`src/hdl/wgrs_pkg.sv`:
```
// ----------------------------------------------------------------------------
// wgrs_pkg - shared constants for the widest gap row splitter
// Field widths, register map and reset values.
// ----------------------------------------------------------------------------
package wgrs_pkg;

    localparam int unsigned MAX_PIECES_DEF = 16;

    localparam int unsigned COORD_W  = 20;
    localparam int unsigned HEIGHT_W = 20;
    localparam int unsigned FRAC_W   = 8;
    localparam int unsigned AFTER_W  = 4;
    localparam int unsigned PCOUNT_W = 5;
    localparam int unsigned APB_DW   = 32;
    localparam int unsigned APB_AW   = 4;

    // register indexes (paddr[3:2])
    localparam logic [1:0] REG_MEDIAN_HEIGHT = 2'd0;
    localparam logic [1:0] REG_GAP_FRACTION  = 2'd1;
    localparam logic [1:0] REG_GAP_RATIO     = 2'd2;

    localparam logic [HEIGHT_W-1:0] MEDIAN_HEIGHT_RST = 20'd320;
    localparam logic [FRAC_W-1:0]   GAP_FRACTION_RST  = 8'd24;   // 1.5 in Q4.4
    localparam logic [FRAC_W-1:0]   GAP_RATIO_RST     = 8'd48;   // 3.0 in Q4.4

endpackage

```
`src/hdl/wgrs_gap_mem.sv`:
```
// ----------------------------------------------------------------------------
// wgrs_gap_mem - gap store
// One write port, one read port with registered read data.
// ----------------------------------------------------------------------------
module wgrs_gap_mem
    import wgrs_pkg::*;
#(
    parameter int unsigned DEPTH = MAX_PIECES_DEF - 1,
    parameter int unsigned AW    = $clog2(MAX_PIECES_DEF - 1)
) (
    input  logic               i_clk,
    input  logic               i_wr_en,
    input  logic [AW-1:0]      i_wr_addr,
    input  logic [COORD_W-1:0] i_wr_data,
    input  logic [AW-1:0]      i_rd_addr,
    output logic [COORD_W-1:0] o_rd_data
);

    logic [COORD_W-1:0] r_mem [DEPTH];
    logic [COORD_W-1:0] r_rd_data;

    always_ff @(posedge i_clk) begin
        if (i_wr_en) begin
            r_mem[i_wr_addr] <= i_wr_data;
        end
    end

    always_ff @(posedge i_clk) begin
        r_rd_data <= r_mem[i_rd_addr];
    end

    assign o_rd_data = r_rd_data;

endmodule

```
`src/hdl/widest_gap_row_splitter_top.sv`:
```
// ----------------------------------------------------------------------------
// widest_gap_row_splitter_top - label/value split at the widest gap of a row
// Stores piece gaps, tracks the first widest, then selects the upper median
//  of the remaining gaps by rank counting through the gap store's read port.
// ----------------------------------------------------------------------------
//  channel   ports                                   handshake
//  piece in  i_left_x, i_right_x, i_last_piece       start & !busy
//  result    o_split_found, o_split_after,           o_done, one cycle
//            o_piece_count, o_overflow
//  config    psel/penable/pwrite/paddr/pwdata        APB, pready tied high
//
//  A piece that is not last leaves busy low.
//  A last piece raises busy until the result; when the median is needed, the
//  sequencer does rank counting of each candidate against every stored gap
//  through the single read port of the gap store.
//  Synchronous active-low reset; the gap store needs no clearing pass.
//  The result is shown for one cycle and cannot be held off.
module widest_gap_row_splitter_top
    import wgrs_pkg::*;
#(
    parameter int unsigned MAX_PIECES = MAX_PIECES_DEF
) (
    input  logic                i_clk,
    input  logic                i_rst_n,
    input  logic                start,
    output logic                busy,
    input  logic [COORD_W-1:0]  i_left_x,
    input  logic [COORD_W-1:0]  i_right_x,
    input  logic                i_last_piece,
    output logic                o_done,
    output logic                o_split_found,
    output logic [AFTER_W-1:0]  o_split_after,
    output logic [PCOUNT_W-1:0] o_piece_count,
    output logic                o_overflow,
    input  logic                psel,
    input  logic                penable,
    input  logic                pwrite,
    input  logic [APB_AW-1:0]   paddr,
    input  logic [APB_DW-1:0]   pwdata,
    output logic [APB_DW-1:0]   prdata,
    output logic                pready
);

    localparam int unsigned DEPTH = MAX_PIECES - 1;
    localparam int unsigned AW    = $clog2(DEPTH);
    localparam int unsigned CW    = $clog2(MAX_PIECES + 1);
    localparam int unsigned PW    = FRAC_W + HEIGHT_W;

    typedef enum logic [2:0] {
        S_IDLE,
        S_FRAC,
        S_CAND,
        S_CLAT,
        S_COUNT,
        S_RATIO
    } t_state;

    t_state r_state, n_state;

    logic [CW-1:0]       r_cnt, n_cnt;
    logic [COORD_W-1:0]  r_prev, n_prev;
    logic                r_ovf, n_ovf;
    logic [COORD_W-1:0]  r_wide, n_wide;
    logic [AW-1:0]       r_at, n_at;
    logic [CW-1:0]       r_j, n_j;
    logic [CW-1:0]       r_i, n_i;
    logic [CW-1:0]       r_less, n_less;
    logic [CW-1:0]       r_le, n_le;
    logic [COORD_W-1:0]  r_cand, n_cand;

    logic                r_done, n_done;
    logic                r_found, n_found;
    logic [AFTER_W-1:0]  r_after, n_after;
    logic [PCOUNT_W-1:0] r_pcount, n_pcount;
    logic                r_ovf_out, n_ovf_out;

    logic [HEIGHT_W-1:0] r_mh;
    logic [FRAC_W-1:0]   r_gf;
    logic [FRAC_W-1:0]   r_gr;

    logic                wr_en;
    logic [AW-1:0]       wr_addr;
    logic [COORD_W-1:0]  gap;
    logic [AW-1:0]       rd_addr;
    logic [COORD_W-1:0]  rd_data;

    logic                accept;
    logic [CW-1:0]       gaps;
    logic [CW-1:0]       k_pos;
    logic [PW-1:0]       wide16;
    logic [PW-1:0]       prod_frac;
    logic [PW-1:0]       prod_ratio;
    logic                eligible;
    logic                pass_frac;
    logic [CW-1:0]       less_f;
    logic [CW-1:0]       le_f;
    logic                finish;
    logic                fin_found;

    // ---------------- configuration port ----------------
    assign pready = 1'b1;

    always_ff @(posedge i_clk) begin
        if (!i_rst_n) begin
            r_mh <= MEDIAN_HEIGHT_RST;
            r_gf <= GAP_FRACTION_RST;
            r_gr <= GAP_RATIO_RST;
        end else if (psel && penable && pwrite) begin
            case (paddr[3:2])
                REG_MEDIAN_HEIGHT: r_mh <= pwdata[HEIGHT_W-1:0];
                REG_GAP_FRACTION:  r_gf <= pwdata[FRAC_W-1:0];
                REG_GAP_RATIO:     r_gr <= pwdata[FRAC_W-1:0];
                default: ;
            endcase
        end
    end

    always_comb begin
        case (paddr[3:2])
            REG_MEDIAN_HEIGHT: prdata = APB_DW'(r_mh);
            REG_GAP_FRACTION:  prdata = APB_DW'(r_gf);
            REG_GAP_RATIO:     prdata = APB_DW'(r_gr);
            default:           prdata = '0;
        endcase
    end

    // ---------------- gap store ----------------
    wgrs_gap_mem #(
        .DEPTH (DEPTH),
        .AW    (AW)
    ) u_gap_mem (
        .i_clk     (i_clk),
        .i_wr_en   (wr_en),
        .i_wr_addr (wr_addr),
        .i_wr_data (gap),
        .i_rd_addr (rd_addr),
        .o_rd_data (rd_data)
    );

    // ---------------- datapath helpers ----------------
    assign accept     = start && !busy;
    assign busy       = (r_state != S_IDLE);
    assign gap        = (i_left_x > r_prev) ? (i_left_x - r_prev) : '0;
    assign wr_en      = accept && (r_cnt < CW'(MAX_PIECES)) && (r_cnt != '0);
    assign wr_addr    = AW'(r_cnt - CW'(1));
    assign gaps       = r_cnt - CW'(1);
    assign k_pos      = (gaps - CW'(1)) >> 1;
    assign wide16     = PW'({r_wide, 4'b0000});
    assign prod_frac  = PW'(r_gf) * PW'(r_mh);
    assign prod_ratio = PW'(r_gr) * PW'(r_cand);
    assign eligible   = (r_cnt >= CW'(2)) && !r_ovf && (r_mh != '0);
    assign pass_frac  = eligible && (wide16 > prod_frac);
    assign less_f     = r_less + CW'(rd_data < r_cand);
    assign le_f       = r_le + CW'(rd_data <= r_cand);

    // ---------------- sequencer ----------------
    always_comb begin
        n_state   = r_state;
        n_cnt     = r_cnt;
        n_prev    = r_prev;
        n_ovf     = r_ovf;
        n_wide    = r_wide;
        n_at      = r_at;
        n_j       = r_j;
        n_i       = r_i;
        n_less    = r_less;
        n_le      = r_le;
        n_cand    = r_cand;
        rd_addr   = '0;
        finish    = 1'b0;
        fin_found = 1'b0;

        case (r_state)
            S_IDLE: begin
                if (accept) begin
                    if (r_cnt >= CW'(MAX_PIECES)) begin
                        n_ovf = 1'b1;
                    end else begin
                        // first widest: only a strictly larger gap moves it
                        if (r_cnt == CW'(1) || (r_cnt != '0 && gap > r_wide)) begin
                            n_wide = gap;
                            n_at   = wr_addr;
                        end
                        n_cnt = r_cnt + CW'(1);
                    end
                    n_prev = i_last_piece ? '0 : i_right_x;
                    if (i_last_piece) begin
                        n_state = S_FRAC;
                    end
                end
            end
            S_FRAC: begin
                if (pass_frac && gaps >= CW'(2)) begin
                    n_j     = '0;
                    n_state = S_CAND;
                end else begin
                    finish    = 1'b1;
                    fin_found = pass_frac;
                end
            end
            S_CAND: begin
                rd_addr = AW'(r_j);
                n_state = S_CLAT;
            end
            S_CLAT: begin
                n_cand  = rd_data;
                rd_addr = '0;
                n_i     = '0;
                n_less  = '0;
                n_le    = '0;
                n_state = S_COUNT;
            end
            S_COUNT: begin
                n_less = less_f;
                n_le   = le_f;
                if (r_i == gaps - CW'(1)) begin
                    // candidate holds sorted position k of all gaps: the
                    // widest removed only drops the top, so this is the median
                    if (less_f <= k_pos && le_f > k_pos) begin
                        n_state = S_RATIO;
                    end else begin
                        n_j     = r_j + CW'(1);
                        n_state = S_CAND;
                    end
                end else begin
                    n_i     = r_i + CW'(1);
                    rd_addr = AW'(r_i + CW'(1));
                end
            end
            S_RATIO: begin
                finish    = 1'b1;
                fin_found = wide16 > prod_ratio;
            end
            default: begin
                n_state = S_IDLE;
            end
        endcase

        n_done    = finish;
        n_found   = r_found;
        n_after   = r_after;
        n_pcount  = r_pcount;
        n_ovf_out = r_ovf_out;
        if (finish) begin
            n_found   = fin_found;
            n_after   = fin_found ? AFTER_W'(r_at) : '0;
            n_pcount  = PCOUNT_W'(r_cnt);
            n_ovf_out = r_ovf;
            n_cnt     = '0;
            n_ovf     = 1'b0;
            n_state   = S_IDLE;
        end
    end

    always_ff @(posedge i_clk) begin
        if (!i_rst_n) begin
            r_state   <= S_IDLE;
            r_cnt     <= '0;
            r_prev    <= '0;
            r_ovf     <= 1'b0;
            r_done    <= 1'b0;
            r_wide    <= '0;
            r_at      <= '0;
            r_j       <= '0;
            r_i       <= '0;
            r_less    <= '0;
            r_le      <= '0;
            r_cand    <= '0;
            r_found   <= 1'b0;
            r_after   <= '0;
            r_pcount  <= '0;
            r_ovf_out <= 1'b0;
        end else begin
            r_state   <= n_state;
            r_cnt     <= n_cnt;
            r_prev    <= n_prev;
            r_ovf     <= n_ovf;
            r_done    <= n_done;
            r_wide    <= n_wide;
            r_at      <= n_at;
            r_j       <= n_j;
            r_i       <= n_i;
            r_less    <= n_less;
            r_le      <= n_le;
            r_cand    <= n_cand;
            r_found   <= n_found;
            r_after   <= n_after;
            r_pcount  <= n_pcount;
            r_ovf_out <= n_ovf_out;
        end
    end

    assign o_done        = r_done;
    assign o_split_found = r_found;
    assign o_split_after = r_after;
    assign o_piece_count = r_pcount;
    assign o_overflow    = r_ovf_out;

    // ---------------- assertions ----------------
    a_done_idle: assert property (@(posedge i_clk) disable iff (!i_rst_n)
        o_done |-> !busy)
        else $error("result strobe while sequencer busy");

    a_split_no_ovf: assert property (@(posedge i_clk) disable iff (!i_rst_n)
        (o_done && o_split_found) |-> !o_overflow)
        else $error("split reported on overflowed row");

    a_last_busy: assert property (@(posedge i_clk) disable iff (!i_rst_n)
        (start && !busy && i_last_piece) |=> busy)
        else $error("last piece did not start end-of-row work");

    a_cnt_bound: assert property (@(posedge i_clk) disable iff (!i_rst_n)
        r_cnt <= CW'(MAX_PIECES))
        else $error("piece counter beyond store size");

endmodule
```
`config.mk`:
```
export PLATFORM = sky130hd
export DESIGN_NAME = widest_gap_row_splitter_top
export DESIGN_NICKNAME = d
export VERILOG_FILES = /design/src/hdl/wgrs_pkg.sv /design/src/hdl/wgrs_gap_mem.sv /design/src/hdl/widest_gap_row_splitter_top.sv
export SDC_FILE = /design/constraint.sdc
export NUM_CORES = 2
export LEC_CHECK = 0
export BUFFER_PORTS_ARGS = -buffer_cell sky130_fd_sc_hd__buf_2
export CORE_MARGIN = 2
export CORE_UTILIZATION = 50
export DETAILED_ROUTE_END_ITERATION = 16
export PLACE_DENSITY = 0.67
export REMOVE_ABC_BUFFERS = 1
export SLEW_MARGIN = 20
export SYNTH_ARGS = -nofsm -noshare
export SYNTH_HDL_FRONTEND = slang
export SYNTH_SLANG_ARGS = --single-unit
```
`constraint.sdc`:
```
create_clock -name i_clk -period 7.5 [get_ports i_clk]
set_clock_uncertainty 0.15 [all_clocks]
set_input_delay 0.75 -clock i_clk [delete_from_list [all_inputs] [get_ports i_clk]]
set_output_delay 0.75 -clock i_clk [all_outputs]
set_load 0.01 [all_outputs]
```
==> flow_summary.yaml <==
status:
  outcome: "completed"
floorplanning:
  dieArea_um2: 66000
  die_y_um: 257
  die_w_um: 257
  initial_utilization: 0.506
  core-area_um2: 63200
  io_pins: 129
  row_count: 92
drt:
  first_pass_iters: 7
  vias: 23400
  drt_iter0_drc: 1925
  wl_per_cell_um: 19.9
  postRouteAntennaNets: 0
  vias_per_cell: 5.68
  drc: 0
  wirelength_um: 81900
clock_tree:
  cts.repair.resized: 0
  cts_setup_buffers: 0
  cts_tree: "built"
  cts.reportedPaths.clkPinSlew_ns: 0.07
  insertion_delay_ns: 0.64
  root_buffer: "clkbuf_16"
  htreeDepth: 2
  numClockSinks: 460
  cts_hold_buf: 0
  clockBufferDepth: 3
  numCtsBuffers: 48
placement:
  pre_cts_ws_ns: 0.135
  place_congestion: 0.925
  place_hpwl_um: 59000
  port_buffers: 101
logic_synthesis:
  synthCells: 3199
  ys_seq_area_frac: 0.382
  synth_seq_cells: 460
  yosysMostFrequentCell: "nand2_1"
  synth_area_leaders: "edfxtp_1, fa_1, dfxtp_1, ha_1, nand2_1"
  yosysWarnings: 0
  syn_area_um2: 32000
  ys_top_cells_by_count: "nand2_1, inv_1, edfxtp_1, and2_1, ha_1"
  synth-main-ff-cell: "edfxtp_1"
  synth_cell_types: 87
  synthArstFlopShare: 0
  synth_top_area_share: 0.281
  yosys.area.top_type: "edfxtp_1"
  synth_enable_flop_cells: 300
  syn_area_per_cell_um2: 10.0
final_layout:
  fin_nets: 3760
  syn_to_final_growth_pct: 9.66
  drive_above_1_share: 0.0981
  final_core_util: 0.555
  fill_cells: 5403
power:
  power.switching_mw: 1.66
  power_frac_clock: 0.398
  swShare: 0.269
  power_mw: 6.18
  power_frac_seq: 0.468
  leakagePower_nw: 15.2
  p_per_area_nw_per_um2: 176
  vdd_drop_max_mv: 0.212
  p_int_mw: 4.52
  comb_power_share: 0.134
setup_path:
  crit_path_max_fanout: 10
  start_kind: "register"
  path_class: "register to register"
  endpoint_kind: "register"
  path_buf_inv: 2
  cp-startpoint: "r_cand[8]"
  cp_slowest_cell: "dfxtp_1"
  crit_cells: 26
  worst-endpoint-required_ns: 7.89
  max_stage_delay_ns: 0.58
  rrSetupSlack_ns: 0.38
  crit_family: "adder cells"
  cp.arrival_ns: 7.51
  endpoint: "o_split_after[1]"
  r2r_cells: 26
  crit_top_cell: "fa_1"
  r2r-end: "o_split_after[1]"
  reg2reg_from: "r_cand[8]"
sta:
  setup_tns_ns: 0
  max_freq_mhz: 140
  tightest_slew_ns: 1.10
  setup-violations-final: 0
  period_minus_slack_ns: 7.12
  timing.final.ws_setup_ns: 0.381
  hold_viol: 0
  finalCritPeriodShare: 0.949
  rsz0062_at_grt: "false"
  relSlewSlack: 0.263
  drv_slew: 0
global_route:
  grt_max_degree: 98
  grt_pass1_vias: 23900
  grt_overflow: 0
  antenna_found_initial: 0
  grt_use_total: 0.248
  grt_pass1_wl_um: 129000
worst_hold_path:
  hp-class: "primary input to register"
flow_run:
  drv_cap: 0
-- worst reg2reg max path: stages, from the launching register on --
cell	delay, ns
dfxtp_1	0.58
and2_1	0.22
fa_1	0.43
fa_1	0.49
fa_1	0.56
inv_1	0.06
fa_1	0.53
inv_1	0.04
ha_1	0.33
a21o_1	0.17
a21o_1	0.21
a41o_1	0.23
nand3_1	0.13
a21oi_2	0.09
a211o_1	0.30
a21oi_2	0.19
xor2_1	0.23
ha_1	0.29
and4_1	0.23
nand2_1	0.09
a211oi_1	0.06
a311oi_1	0.33
o21ai_0	0.14
nor4_1	0.17
nand3_1	0.21
o32a_4	0.44
o21ai_0	0.15
-- cells by family after synthesis --
| group | share of synthesized area |
|---|---|
| buffers and inverters | 0.0675 |
| AO/OA/AOI/OAI | 0.106 |
| multiplexers | 0.0357 |
| flip-flops | 0.382 |
| other | 0.000235 |
| AND/OR/NAND/NOR | 0.166 |
| XOR/XNOR | 0.0218 |
| adder cells (fa/ha/maj) | 0.221 |
-- cell usage in the layout (no fill, tap or decap), drive strengths merged, types with 64 or more instances in the layout --
cell type    n
dfxtp      160
inv        332
a21oi      113
nand3       77
nor2       153
and2       223
edfxtp     300
ha         218
buf        171
nand2      429
clkbuf      64
mux2i      114
o21ai       87
fa         217
-- flip-flops by register name, summed over array words and instances (netlist names), 8 cells and up --
name,count
r_mh,20
r_gr,8
r_prev,20
r_cand,20
u_gap_mem.r_mem,300
u_gap_mem.o_rd_data,20
r_wide,20
r_gf,8
-- routing by layer --
metal / share of wire / wire, um / GRT usage / vias to the layer above
met4: 0.025 / 2080 / 0.0725 / 0
met2: 0.47 / 38700 / 0.408 / 726
li1: - / - / - / 10900
met1: 0.43 / 35400 / 0.337 / 11700
met5: 0 / 0 / 0 / -
met3: 0.071 / 5790 / 0.0441 / 137
-- per-stage QoR --
step                      instances  cell area, um^2  hold slack (ns)
after detailed placement       4038            33400            0.294
after CTS                      4127            35000            0.184
after global routing           4127            35100            0.197
after global placement         4038            33400            0.281
after floorplan                3021            31100            0.291
final                          4128            35100            0.206
-- power groups by stage --
stage,clock [mW],sequential [mW],combinational [mW]
finish,2.46,2.89,0.827
floorplan,0,2.91,0.516
global placement,0,2.94,0.777
CTS,2.50,2.89,0.816
global route,2.60,2.89,0.913
detailed placement,0,2.94,0.812
-- worst min path at each step --
stage	cells after the start	slack, ns	to	from
6_report	3	0.21	r_mh[12]	pwdata[12]
4_1_cts	3	0.18	r_mh[8]	pwdata[8]
5_1_grt	3	0.20	r_mh[8]	pwdata[8]
3_5_place_dp	2	0.29	o_split_after[0]	o_split_after[0]
3_3_place_gp	2	0.28	o_split_found	o_split_found
2_1_floorplan	2	0.29	r_cand[0]	u_gap_mem.o_rd_data[0]
-- layout make-up --
cell class / instances / area (um^2) / area share
multi-input combinational: 2231 / 17900 / 0.509
timing repair buffer: 171 / 1070 / 0.0305
inverter: 330 / 1240 / 0.0353
sequential: 460 / 12200 / 0.349
clock inverter: 25 / 318 / 0.00906
tap: 846 / 1060 / 0.0302
clock buffer: 64 / 1300 / 0.0371
antenna: 1 / 2.50 / 0.0000713
Power figures use the tool's default switching activity.
